--- src/design/plb_pkg.sv ---
// Shared types and constants of the price-level book matcher.
`default_nettype none
package plb_pkg;

  // Book depth in ticks; supported range 2..256 (price is an 8-bit tick index).
  localparam int LEVELS_DEF = 256;

  localparam int PRICE_W = 8;
  localparam int QTY_W   = 16;
  localparam int LQ_W    = 32;
  localparam int FC_W    = 9;
  localparam int FT_W    = 16;
  localparam int TT_W    = 48;

  // Bits per group of the two-stage best-level search.
  localparam int GRP = 16;

  localparam logic [FC_W-1:0] FC_MAX = '1;
  localparam logic [FT_W-1:0] FT_MAX = '1;
  localparam logic [LQ_W-1:0] LQ_MAX = '1;

  typedef enum logic [1:0] {
    K_ADD  = 2'd0,
    K_ZERO = 2'd1,
    K_OOB  = 2'd2
  } kind_t;

  // Classified request handed from the front to the back.
  typedef struct packed {
    kind_t              kind;
    logic               is_ask;
    logic [PRICE_W-1:0] price;
    logic [QTY_W-1:0]   qty;
  } req_t;

endpackage
`default_nettype wire

--- src/design/plb_if.sv ---
// Channel interfaces for requests in and results out.
`default_nettype none
interface plb_in_if;
  logic                        valid;
  logic                        ready;
  logic                        action;
  logic [plb_pkg::PRICE_W-1:0] price_level;
  logic [plb_pkg::QTY_W-1:0]   quantity;

  modport source (output valid, action, price_level, quantity, input ready);
  modport sink   (input valid, action, price_level, quantity, output ready);
endinterface

`default_nettype wire

--- src/design/plb_front.sv ---
// Front end: accept requests, classify them and hold them in a two-entry queue.
`default_nettype none
module plb_front #(
  parameter int LEVELS = plb_pkg::LEVELS_DEF
) (
  input  wire logic     clk,
  input  wire logic     rst_n,
  plb_in_if.sink        in_chan,
  output logic          q_valid,
  output plb_pkg::req_t q_item,
  input  wire logic     q_pop
);

  plb_pkg::req_t slot_r [2];
  logic          wr_ptr_r, wr_ptr_nxt;
  logic          rd_ptr_r, rd_ptr_nxt;
  logic [1:0]    cnt_r, cnt_nxt;
  plb_pkg::req_t cls;
  logic          push;
  logic          pop;

  always_comb begin
    cls.is_ask = in_chan.action;
    cls.price  = in_chan.price_level;
    cls.qty    = in_chan.quantity;
    if (in_chan.quantity == '0) begin
      cls.kind = plb_pkg::K_ZERO;
    end else if (int'(in_chan.price_level) >= LEVELS) begin
      cls.kind = plb_pkg::K_OOB;
    end else begin
      cls.kind = plb_pkg::K_ADD;
    end
  end

  assign in_chan.ready = (cnt_r != 2'd2);
  assign push    = in_chan.valid && in_chan.ready;
  assign q_valid = (cnt_r != 2'd0);
  assign q_item  = slot_r[rd_ptr_r];
  assign pop     = q_pop && q_valid;

  always_comb begin
    wr_ptr_nxt = push ? ~wr_ptr_r : wr_ptr_r;
    rd_ptr_nxt = pop ? ~rd_ptr_r : rd_ptr_r;
    cnt_nxt    = cnt_r + {1'b0, push} - {1'b0, pop};
  end

  always_ff @(posedge clk) begin
    if (!rst_n) begin
      wr_ptr_r <= 1'b0;
      rd_ptr_r <= 1'b0;
      cnt_r    <= 2'd0;
    end else begin
      wr_ptr_r <= wr_ptr_nxt;
      rd_ptr_r <= rd_ptr_nxt;
      cnt_r    <= cnt_nxt;
    end
  end

  always_ff @(posedge clk) begin
    if (push) begin
      slot_r[wr_ptr_r] <= cls;
    end
  end

endmodule
`default_nettype wire

--- src/flat_wrapper.sv ---
// flat-port wrapper written by rule: the top's interface ports become plain ports
module plb_front_flat 
#(
  parameter int LEVELS = plb_pkg::LEVELS_DEF
)
  (clk, rst_n, q_valid, q_item, q_pop, in_chan_valid, in_chan_action, in_chan_price_level, in_chan_quantity, in_chan_ready);
  plb_in_if in_chan_i ();
  input  wire logic clk;
  input  wire logic rst_n;
  output logic q_valid;
  output plb_pkg::req_t q_item;
  input  wire logic q_pop;
  input wire logic [$bits(in_chan_i.valid)-1:0] in_chan_valid;
  input wire logic [$bits(in_chan_i.action)-1:0] in_chan_action;
  input wire logic [$bits(in_chan_i.price_level)-1:0] in_chan_price_level;
  input wire logic [$bits(in_chan_i.quantity)-1:0] in_chan_quantity;
  output wire logic [$bits(in_chan_i.ready)-1:0] in_chan_ready;
  assign in_chan_i.valid = in_chan_valid;
  assign in_chan_i.action = in_chan_action;
  assign in_chan_i.price_level = in_chan_price_level;
  assign in_chan_i.quantity = in_chan_quantity;
  assign in_chan_ready = in_chan_i.ready;
  plb_front #(.LEVELS(LEVELS)) u_core (.clk(clk), .rst_n(rst_n), .in_chan(in_chan_i), .q_valid(q_valid), .q_item(q_item), .q_pop(q_pop));
endmodule
--- config.mk ---
export PLATFORM = sky130hd
export DESIGN_NAME = plb_front_flat
export DESIGN_NICKNAME = d
export VERILOG_FILES = /design/src/design/plb_pkg.sv /design/src/design/plb_if.sv /design/src/design/plb_front.sv /design/src/flat_wrapper.sv
export SDC_FILE = /design/constraint.sdc
export NUM_CORES = 1
export LEC_CHECK = 0
export BUFFER_PORTS_ARGS = -buffer_cell sky130_fd_sc_hd__buf_4
export CAP_MARGIN = 20
export CORE_UTILIZATION = 47
export DETAILED_ROUTE_END_ITERATION = 16
export GPL_TIMING_DRIVEN = 0
export PLACE_DENSITY = 0.81
export SLEW_MARGIN = 25
export SYNTH_ARGS = -nofsm -noshare
export SYNTH_HDL_FRONTEND = slang
export SYNTH_SLANG_ARGS = --single-unit
--- constraint.sdc ---
create_clock -name clk -period 2.15 [get_ports clk]
set_input_delay 0.1075 -clock clk [delete_from_list [all_inputs] [get_ports clk]]
set_output_delay 0.1075 -clock clk [all_outputs]
set_load 0.01 [all_outputs]
=== Yosys cells after proc, flatten, opt, wreduce, memory -nomap -nowiden ===
Memories as Yosys holds them, arrays and structs flattened. A register that Yosys moved wholly into a read port is not among the register bits.
Index checks and enable logic that the tools add are counted.

* Bits in registers: 4
* Logic and storage cells: 18
* Memories: 1
* Bits of input ports: 29
* Output and inout bits: 29
* Memory bits (writable): 52

{| class="wikitable"
|+ Memory list
! name !! words !! width !! read ports !! clocked after Yosys merged registers in !! write ports !! line !! source
|-
| u_core.slot_r || 2 || 26 || 1 || 1 || 1 || plb_front.sv:14 || <nowiki>plb_pkg::req_t slot_r [2];</nowiki>
|}

* Add/sub/neg operators: 2
* Mux-type cells: 5
* Eq/ne operators: 1
* Reductions and logical operators: 4
* Bitwise gates (word level): 2

{| class="wikitable"
|+ Operators by type and width
! cell !! count
|-
| $logic_not 16->1 || 1
|-
| $mux 1 || 5
|-
| $add 2x1->2 || 1
|-
| $logic_and 1x1->1 || 2
|-
| $ne 2x2->1 const B || 1
|-
| $not 1->1 || 2
|-
| $reduce_bool 2->1 || 1
|-
| $sub 2x1->2 || 1
|}

=== Logic depth before layout (Yosys ltp) ===
Gate-level depths: netlist (run 1).

* Word-level depth: 4
* Mapped depth: 7
* Mapped depth without buffers: 7

=== Worst setup path after synthesis (run 1) ===
Ideal clock, no wire load.

* Path kind: reg2reg
* Start point: register u_core.cnt_r[0]
* End point: memory u_core.slot_r[0][0] (netlist name) (enable)
* Period minus slack after synthesis: 2272 ps
* Library setup time: 412 ps
* Cell stages (with the launch flop): 4
* Path buffers: 0
* Data required time: 1738 ps
* Data arrival time: 1860 ps
* Path slack: -122 ps
* Cells stage by stage: dfxtp_1 > nand2b_2 > and2_4 > nor2b_1

* Longest elaborated chain between the ends: 4

{| class="wikitable"
|+ RTL lines
! what !! line !! source
|-
| start, declared || plb_front.sv:17 || <nowiki>logic [1:0] cnt_r, cnt_nxt;</nowiki>
|-
| start signal, assigned || plb_front.sv:55 || <nowiki>cnt_r <= cnt_nxt;</nowiki>
|-
| $ne 2x2->1 || plb_front.sv:35 || <nowiki>assign in_chan.ready = (cnt_r != 2'd2);</nowiki>
|-
| named net in_chan_ready || flat_wrapper.sv:17 || <nowiki>output wire logic [$bits(in_chan_i.ready)-1:0] in_chan_ready;</nowiki>
|-
| $logic_and 1x1->1 || plb_front.sv:36 || <nowiki>assign push = in_chan.valid && in_chan.ready;</nowiki>
|-
| named net u_core.push || plb_front.sv:19 || <nowiki>logic push;</nowiki>
|-
| $mux 1 || plb_front.sv:60 || <nowiki>if (push) begin</nowiki>
|-
| $mux 1 (implied by the code) || plb_front.sv:61 || <nowiki>slot_r[wr_ptr_r] <= cls;</nowiki>
|-
| end, declared || plb_front.sv:14 ||
|}

The timed path passes the listed nets, and every way through them passes these cells.

=== Worst setup path in the final report (run 1) ===
* Start point: register u_core.cnt_r[0]
* End point: memory u_core.slot_r[0][1] (netlist name) (enable)

* Longest elaborated chain between the ends: 4

{| class="wikitable"
|+ RTL lines
! what !! line
|-
| $ne 2x2->1 || plb_front.sv:35
|-
| $logic_and 1x1->1 || plb_front.sv:36
|-
| named net u_core.push || plb_front.sv:19
|-
| $mux 1 || plb_front.sv:60
|-
| $mux 1 (implied by the code) || plb_front.sv:61
|}

The timed path passes the listed nets, and every way through them passes these cells.

==> results of run 1 <==
==> cell type report <==
| class | count | area, µm² |
|---|---|---|
| tap | 52 | 65.1 |
| sequential | 57 | 1660 |
| clock inverter | 5 | 46.3 |
| fill | 291 | 1310 |
| buffer | 4 | 58.8 |
| clock buffer | 11 | 131 |
| inverter | 3 | 11.3 |
| multi-input combinational | 51 | 547 |
| timing repair buffer | 81 | 671 |
==> Yosys cell counts <==
| library cell | number |
|---|---|
| edfxtp_1 | 52 |
| mux2_4 | 20 |
| mux2_2 | 6 |
| dfxtp_1 | 5 |
| nor4_1 | 4 |
| inv_1 | 3 |
| nor2_1 | 3 |
| and2_1 | 2 |
| buf_12 | 2 |
| ha_1 | 2 |
| and2_4 | 1 |
| and3_1 | 1 |
| and4_1 | 1 |
| buf_4 | 1 |
| buf_6 | 1 |
| conb_1 | 1 |
| nand2_1 | 1 |
| nand2b_2 | 1 |
| nand4b_1 | 1 |
| nor2b_1 | 1 |
| nor3_1 | 1 |
| o21a_1 | 1 |
| o21ai_1 | 1 |
| or2_2 | 1 |
| xnor2_1 | 1 |
| xor2_1 | 1 |
==> metal layers <==
metal | vias to the layer above | routed length [µm] | GRT usage (%)
met4 | 0 | 102 | 12.4
li1 | 621 | - | -
met1 | 620 | 1580 | 18.7
met5 | - | 0 | 0
met3 | 9 | 149 | 4.22
met2 | 38 | 2310 | 33.2
==> worst reg2reg max path, cell delays in order, from the launching register on <==
cell and delay, ns:
dfxtp_1 0.36, nand2b_2 0.16, and2_4 0.16, nor2b_4 0.64
==> logic make-up (layout without fill, tap and decap cells) <==
logic type,Yosys count,in the layout,synth area share (%)
buf+inv,7,104,3.09
compound gates,2,2,0.551
mux,26,26,16.2
other cells,1,1,0.165
flops,57,57,73.2
xor+xnor,2,2,0.772
fa+ha+maj,2,2,1.10
simple gates,18,18,4.91
==> timing repair <==
item,CTS,global route
endpoints found under the setup margin,0,0
endpoints found under the hold margin,50,0
hold buffers,25,0
==> flip-flops by register name (all words and copies together), names as in the netlist, named ones only <==
signal,cells
u_core.cnt_r,2
u_core.rd_ptr_r,1
u_core.slot_r,52
u_core.wr_ptr_r,1
==> where the power goes <==
| group | leakage (nW) | total (mW) | switching, mW | internal (mW) |
|---|---|---|---|---|
| Sequential | 0.527 | 1.47 | 0.0616 | 1.41 |
| Combinational | 0.658 | 1.13 | 0.469 | 0.658 |
| Clock | 0.0898 | 0.911 | 0.390 | 0.522 |
| Total | 1.27 | 3.51 | 0.920 | 2.59 |
==> how the worst max path moves through the flow <==
stage	depth (start not counted)	slack, ns	endpoint
floorplan	3	0.37	u_core.slot_r[0][0]$_DFFE_PP_
global placement	3	0.06	u_core.slot_r[0][9]$_DFFE_PP_
detailed placement	3	0.41	u_core.slot_r[0][9]$_DFFE_PP_
CTS	3	0.40	u_core.slot_r[0][6]$_DFFE_PP_
global route	3	0.30	u_core.slot_r[0][13]$_DFFE_PP_
finish	3	0.43	u_core.slot_r[0][1]$_DFFE_PP_
==> summary.txt, run 1 <==
Floorplan
  – Cell row count: 24
  – Initial Util: roughly half
  – Die height: slightly above 70 µm
  – Core footprint: 4500 µm²
  – # IOs: 58
  – Die area: between 5000 and 6000 µm²
  – Die Width: 71.5 µm

Place
  – HPWL Detailed: about 2.5 mm
  – Setup WS pre-CTS: 0.413 ns
  – Placer congestion estimate: 0.724
  – Port Buffers: 56
  – Inst Count DP: about 220
  – Placed cell area: 2760 µm²

Run status
  – Status: complete, no violations

GRT
  – Vias in the first global route: roughly 1400
  – Largest net degree at the start of global routing: 27
  – Global route total overflow: 0
  – First-pass GRT wire length: 6.57 mm
  – Initial antenna violation count: 0
  – Tot GR Track Use: about 18%

Finish
  – Commonest non-fill, non-tap cell in the layout: buf_4
  – Layout area overhead: 40.6%
  – Final Util: 70.9%
  – Most frequent cells in the layout: buf_4 (57), edfxtp_1 (52), dlygate4sd3_1 (25)
  – Post-route cell area: between 3000 and 4000 µm²
  – Diode count: 0
  – Layout cells sized above 1: around half
  – Non-filler cells, final: around 260
  – # nets final: roughly 240

Timing
  – TNS Setup: 0 ns
  – RSZ-0062 raised after global routing: no
  – Crit share post-route: between 80% and 90%
  – Final hold vios: 0
  – Rel. slew slack: between 40 and 50%
  – Crit path time final: 1.72 ns
  – Final worst setup slack: 0.430 ns
  – Fin Hold WS: 0.0172 ns
  – Setup violators final: 0
  – Slew @ Worst Pin: just under 0.8 ns
  – Highest clock rate: about 0.58 GHz
  – Slew Limit Fails: 0
  – Worst Skew: between 0.005 and 0.006 ns

Drt
  – # DRC: 0
  – Vias: approximately 1300
  – Final antenna-violating net count: 0
  – Via-to-Cell Ratio: between 4 and 5
  – Final wirelength: just over 4 mm
  – First-pass DRT Iterations: 2
  – Routed WL per cell: 15.7 µm
  – Number of DRC markers in iteration 0: 85

Synth
  – Largest cells by area after synthesis: edfxtp_1 (69%), mux2_4 (13%), dfxtp_1 (4.4%)
  – Cell Area, Synth: ~2300 µm²
  – Yosys warns: 0
  – Leading area contributor after synthesis: edfxtp_1
  – Synthesized flop and latch total: 57
  – Mean post-synth cell area: between 15 and 20 µm²
  – Syn Inst Count: 115
  – Yosys cell types: 26
  – Yosys top cell area share: 68.8%
  – Seq/Total Area, Yosys: 73.2%
  – Syn_nets: approximately 150

Clock network
  – Worst-Skew Late Latency: about 0.33 ns
  – CTS tree: built
  – CTS Root Cell: clkbuf_8
  – TritonCTS Buffers: 9
  – Htree depth: 3
  – Clock sink total: 57
  – Clock Path Buffers: 2
  – Clock slew seen by the registers of the worst setup and hold paths: ~0.060 ns
  – Post-CTS sizing: 0
  – Postcts setup bufs: 0

Hold path
  – Worst Hold Depth: 2
  – Worst Hold Class: primary input to flop
  – Hold Crit Start: rst_n
  – Min-Delay Endpoint: u_core.cnt_r[0]$_SDFF_PN0_

Worst setup path
  – CP top delay family: simple AND/OR/NAND/NOR gates
  – Startpoint types: flop
  – RR Endpoint: u_core.slot_r[0][1]$_DFFE_PP_
  – Crit. End Element: flop
  – Critical path buffers and inverters: 0
  – Crit path from: u_core.cnt_r[0]$_SDFF_PN0_
  – Critical path type: flop to flop
  – Crit-path slowest cell: nor2b_4
  – FF-to-FF setup slack: between 0.4 and 0.5 ns
  – Critical path cell sequence: nand2b_2 > and2_4 > nor2b_4
  – Worst R2R Path Depth: 3
  – Largest stage delay, worst path: ~0.64 ns
  – Crit path DAT: roughly 1.7 ns
  – Crit path required time: 2.11 ns
  – Worst R2R Start: u_core.cnt_r[0]$_SDFF_PN0_
  – Peak fanout along the critical path: 26

Power
  – Static Leak: about 1.3 nW
  – Max VDD drop: 0.706 mV
  – Power per cell area: 1100 nW/µm²
  – Overall power: around 3.5 mW

Flow run
  – Max Cap Viol: 0
Power figures use the tool's default switching activity.
==> run 2: changes to the inputs <==
- CORE_UTILIZATION: 47 -> 52
- PLACE_DENSITY: 0.81 -> 0.85
- clock period: 2.15 -> 1.7 ns (I/O delays scaled with it)
==> run 2 against run 1 <==
Compared with the run above:
- core utilization grew 7.2 points
- critical path depth grew 4
- hold slack gained 0.065 ns
- global-route usage grew 1.6 points
- setup slack lost 0.29 ns
- die area shrank 9.4%
==> summary.txt, run 2 (synthesized netlist as in run 1, its figures left out) <==
Timing
  – Highest clock rate: roughly 0.64 GHz
  – Slew Limit Fails: 0
  – Crit share post-route: 91.5%
  – Setup violators final: 0
  – Worst Skew: 0.00599 ns
  – Fin Hold WS: around 0.083 ns
  – Slew @ Worst Pin: around 0.63 ns
  – Final hold vios: 0
  – Crit path time final: roughly 1.6 ns
  – RSZ-0062 raised after global routing: no
  – Rel. slew slack: between 50% and 60%

Drt
  – Vias: around 1300
  – Number of DRC markers in iteration 0: 48
  – Final antenna-violating net count: 0
  – Final wirelength: between 4 and 5 mm
  – First-pass DRT Iterations: 4
  – # DRC: 0
  – Via-to-Cell Ratio: 5.00
  – Routed WL per cell: between 15 and 20 µm

Floorplan
  – Cell row count: 23
  – Initial Util: between 50% and 60%
  – Die height: 68.1 µm
  – # IOs: 58
  – Die area: between 4000 and 5000 µm²
  – Core footprint: just over 4000 µm²
  – Die Width: ~70 µm

Finish
  – Post-route cell area: between 3000 and 4000 µm²
  – Top Registers: u_core.slot_r: 52 flops, u_core.cnt_r: 2 flops
  – Largest register FFs: between 50 and 60
  – Top reg by flops: u_core.slot_r
  – # nets final: 240
  – Diode count: 0
  – Layout area overhead: 40.5%
  – Fillers: 252
  – Layout cells sized above 1: between 40% and 50%
  – Most frequent cells in the layout: buf_4 (57), edfxtp_1 (52), dlygate4sd3_1 (26)
  – Commonest non-fill, non-tap cell in the layout: buf_4

Clock network
  – Clock Path Buffers: 2
  – Htree depth: 3
  – CTS tree: built
  – Worst-Skew Late Latency: about 0.31 ns
  – CTS Root Cell: clkbuf_8
  – Clock sink total: 57
  – Clock slew seen by the registers of the worst setup and hold paths: roughly 0.06 ns
  – Postcts setup bufs: 0
  – TritonCTS Buffers: 9

Worst setup path
  – Crit. End Element: flop
  – Peak fanout along the critical path: 5
  – FF-to-FF setup slack: about 0.14 ns
  – Crit path DAT: about 1.8 ns
  – Startpoint types: flop
  – Critical path type: flop to flop
  – Crit path required time: between 1.5 and 2 ns

GRT
  – Initial antenna violation count: 0
  – Busiest grt layer: met2
  – Tot GR Track Use: around a fifth
  – Met3 Usage GRT: 4.00%
  – Grt met1 use: a little under a quarter
  – Vias in the first global route: around 1400
  – Met2 global-route usage: around 35%
  – Global route total overflow: 0
  – Largest net degree at the start of global routing: 27
  – First-pass GRT wire length: between 6 and 7 mm

Power
  – Max VDD drop: slightly above 0.8 mV
  – Overall power: around 4.3 mW
  – Static Leak: around 1.3 nW
  – Power per cell area: between 1000 and 1500 nW/µm²

Place
  – Placed cell area: 2760 µm²
  – Placer congestion estimate: about 0.7
  – Port Buffers: 56
  – HPWL Detailed: 2.54 mm

Flow run
  – Max Cap Viol: 0

Hold path
  – Worst Hold Class: primary input to flop

Run status
  – Status: complete, no violations
[run 2: worst paths after layout]
check,startpoint,endpoint,cells after the start
max,u_core.cnt_r[1]$_SDFF_PN0_,u_core.cnt_r[1]$_SDFF_PN0_,7
min,in_chan_valid,u_core.wr_ptr_r$_SDFFE_PN0P_,3
max reg2reg,u_core.cnt_r[1]$_SDFF_PN0_,u_core.cnt_r[1]$_SDFF_PN0_,7
min reg2reg,u_core.rd_ptr_r$_SDFFE_PN0P_,u_core.rd_ptr_r$_SDFFE_PN0P_,2
[run 2: through the flow]
stage                     utilization, %  TNS [ns]  worst slack (ns)  instances
after floorplan                        -         0            0.0959        115
after global placement              67.5     -3.65            -0.141        221
after detailed placement            67.6    -0.379           -0.0153        221
after CTS                           78.0         0             0.119        264
after global routing                78.0         0            0.0635        264
final                               78.0         0             0.144        264
[run 2: timing repair]
item                       4_1_cts  5_1_grt
resized for setup                1        0
setup endpoints to repair       26        0
hold endpoints to repair        51        0
hold buffers                    26        0
[run 2: cell type report]
cell class / count / area, µm² / area share (%)
Clock inverter: 5 / 22.5 / 0.706
Buffer: 4 / 58.8 / 1.84
Inverter: 3 / 11.3 / 0.353
Timing Repair Buffer: 82 / 681 / 21.3
Multi-Input combinational cell: 52 / 561 / 17.6
Tap cell: 50 / 62.6 / 1.96
Clock buffer: 11 / 131 / 4.12
Sequential cell: 57 / 1660 / 52.1
[run 2: per-layer routing]
| layer | part of all wire, % | wire [µm] | vias to the layer above |
|---|---|---|---|
| met5 | 0 | 0 | - |
| met4 | 1.5 | 64 | 0 |
| met3 | 3.4 | 142 | 6 |
| met2 | 55 | 2310 | 41 |
| met1 | 40 | 1680 | 644 |
| li1 | - | - | 628 |
[run 2: power breakdown]
group	leakage (nW)	internal (mW)	total [mW]	switching (mW)
Clock	0.0819	0.511	0.987	0.476
Combinational	0.669	0.842	1.44	0.601
Sequential	0.527	1.78	1.86	0.0798
Total	1.28	3.13	4.29	1.16
[run 2: worst max-delay path: stages, from the launching register on]
cell and delay, ns:
dfxtp_1 0.35, o21a_1 0.21, ha_1 0.28, inv_1 0.04, ha_1 0.17, xor2_1 0.15
and2_1 0.15, nor3_1 0.13
==> run 3: changes to the inputs <==
- ABC_AREA: not set -> 1
- GPL_TIMING_DRIVEN: 0 -> 1
- PLACE_DENSITY: 0.85 -> 0.84
==> run 3 against run 2 <==
Compared with the run above:
- power decreased by 1.8%
- global-route usage decreased by 1.4 points
- largest cell class unchanged
- critical path type unchanged
- maximum frequency increased by 2.9%
- sequential cell count unchanged
- clock-buffer cell count decreased by 1
- final cell count increased by 13%
- clock power decreased by 2%
==> summary.txt, run 3 <==
Timing
  – Crit share post-route: 89.0%
  – Crit path time final: between 1.5 and 2 ns
  – TNS Setup: 0 ns
  – RSZ-0062 raised after global routing: no
  – Worst Skew: between 0.004 and 0.005 ns
  – Final hold vios: 0
  – Final worst setup slack: between 0.15 and 0.2 ns
  – Slew Limit Fails: 0
  – Highest clock rate: 0.661 GHz
  – Setup violators final: 0

Synth
  – Mean post-synth cell area: 15.8 µm²
  – Syn_nets: about 180
  – Largest cells by area after synthesis: edfxtp_1 (67%), mux2_4 (13%), dfxtp_1 (4.3%)
  – Post-synth top cells: edfxtp_1 (52), inv_1 (21), mux2_4 (20), nand2_1 (17), nor2_1 (14)
  – Seq/Total Area, Yosys: between 70% and 80%
  – Count leader, synth: edfxtp_1
  – Syn Inst Count: roughly 150
  – Yosys warns: 0
  – Yosys cell types: 15
  – Prevailing post-synth register cell: edfxtp_1
  – Cell Area, Synth: between 2000 and 2500 µm²
  – Leading area contributor after synthesis: edfxtp_1
  – EDFF count, synth: 52
  – Yosys top cell area share: around two thirds
  – Post-synth ARST share: 0%
  – Synthesized flop and latch total: 57

Finish
  – Largest register FFs: 52
  – Top reg by flops: u_core.slot_r
  – Post-route cell area: ~3200 µm²
  – Diode count: 0
  – Non-filler cells, final: 298
  – # nets final: ~270
  – Top Registers: u_core.slot_r: 52 flops, u_core.cnt_r: 2 flops
  – Fillers: 280
  – Layout area overhead: 38.3%
  – Commonest non-fill, non-tap cell in the layout: buf_4
  – Layout cells sized above 1: between 40% and 50%
  – Final Util: between 70% and 80%
  – Most frequent cells in the layout: buf_4 (58), edfxtp_1 (52), dlygate4sd3_1 (26)

Worst setup path
  – Crit. End Element: flop
  – Crit path required time: 1.91 ns
  – Crit path DAT: roughly 1.7 ns
  – Peak fanout along the critical path: 3
  – Startpoint types: flop
  – Critical path type: flop to flop

Place
  – Setup WS pre-CTS: between 0.2 and 0.25 ns
  – HPWL Detailed: roughly 2.6 mm
  – Port Buffers: between 50 and 60
  – Placer congestion estimate: just over 0.7
  – Placed cell area: approximately 2800 µm²
  – Inst Count DP: between 200 and 300

Clock network
  – CTS Root Cell: clkbuf_8
  – CTS tree: built
  – Worst-Skew Late Latency: between 0.3 and 0.4 ns
  – Hold_buf cts: 26
  – Postcts setup bufs: 0
  – Post-CTS sizing: 0
  – Htree depth: 3
  – TritonCTS Buffers: 9
  – Clock Path Buffers: 2
  – Clock sink total: 57
  – Clock slew seen by the registers of the worst setup and hold paths: 0.06 ns

Drt
  – First-pass DRT Iterations: 5
  – Vias: around 1400
  – Number of DRC markers in iteration 0: 73
  – Via-to-Cell Ratio: around 4.7
  – Final antenna-violating net count: 0
  – Final wirelength: 4.16 mm
  – # DRC: 0
  – Routed WL per cell: between 10 and 15 µm

GRT
  – Tot GR Track Use: between 10% and 20%
  – Vias in the first global route: around 1400
  – Global route total overflow: 0
  – Largest net degree at the start of global routing: 27
  – Initial antenna violation count: 0
  – First-pass GRT wire length: 6.51 mm

Run status
  – Status: complete, no violations

Floorplan
  – Die Width: 69.1 µm
  – Die height: just under 70 µm
  – # IOs: slightly below 60
  – Core footprint: between 4000 and 5000 µm²
  – Cell row count: 24
  – Initial Util: 53.8%
  – Die area: between 4000 and 5000 µm²

Power
  – Power per cell area: 1300 nW/µm²
  – Max VDD drop: 0.817 mV
  – Static Leak: roughly 1.4 nW

Hold path
  – Worst Hold Class: primary input to flop

Flow run
  – Max Cap Viol: 0
## run 3: cell types whose count changed in the layout (fill, tap and decap cells not counted), moves of 2 or more
cell	change
a21oi_1	+2
clkinv_1	+2
inv_1	+18
nand2_1	+16
nand3_1	+3
nor2_1	+10
nor2b_4	-2
nor4_1	-4
## run 3: critical path, stage by stage (launching register included)
cell and delay (ns):
dfxtp_1 0.35, nor2_1 0.06, nor2_1 0.15, ha_1 0.27, inv_1 0.06, ha_1 0.16
inv_1 0.04, nand2_1 0.09, nand3_1 0.11, nand2_1 0.08, nor2_1 0.04
## run 3: final timing paths
| kind | start | endpoint | slack [ns] | cells past startpoint |
|---|---|---|---|---|
| worst min-delay path | in_chan_valid | u_core.wr_ptr_r$_SDFFE_PN0P_ | 0.04 | 3 |
| worst max register to register | u_core.cnt_r[1]$_SDFF_PN0_ | u_core.cnt_r[1]$_SDFF_PN0_ | 0.19 | 10 |
| worst min register to register | u_core.rd_ptr_r$_SDFFE_PN0P_ | flop | 0.51 | 2 |
| worst max-delay path | u_core.cnt_r[1]$_SDFF_PN0_ | u_core.cnt_r[1]$_SDFF_PN0_ | 0.19 | 10 |
## run 3: final cells by class
class | count | area [µm²] | share of cell area, %
multi-input combinational | 66 | 547 | 16.9
timing repair buffer | 86 | 736 | 22.7
clock inverter | 6 | 25.0 | 0.772
sequential | 57 | 1660 | 51.3
tap | 52 | 65.1 | 2.01
clock buffer | 10 | 128 | 3.94
inverter | 21 | 78.8 | 2.43
## run 3: routing by layer
metal	part of all wire (%)	wire, µm	GRT usage (%)	vias to the layer above
met2	55	2290	33.1	51
met5	0	0	0	-
met4	1.3	54	8.84	0
li1	-	-	-	693
met1	39	1610	19.2	660
met3	4.9	204	6.29	6
## run 3: stage by stage
stage | hold slack, ns | power, mW
2_1_floorplan | 0.178 | 2.71
3_3_place_gp | 0.273 | 3.16
3_5_place_dp | 0.275 | 3.22
4_1_cts | 0.0228 | 4.27
5_1_grt | 0.0439 | 4.42
6_report | 0.0383 | 4.21
## run 3: where the power goes
part	internal (mW)	switching [mW]
registers	1.80	0.0662
clock network	0.503	0.469
logic	0.743	0.635
total	3.04	1.17
## run 3: cell families after synthesis
kind of cell | Yosys count | synth area share, %
compound gates | 2 | 0.427
fa+ha+maj | 2 | 1.07
buf+inv | 25 | 5.87
flops | 57 | 70.9
mux | 26 | 15.7
other cells | 1 | 0.160
simple gates | 35 | 5.87
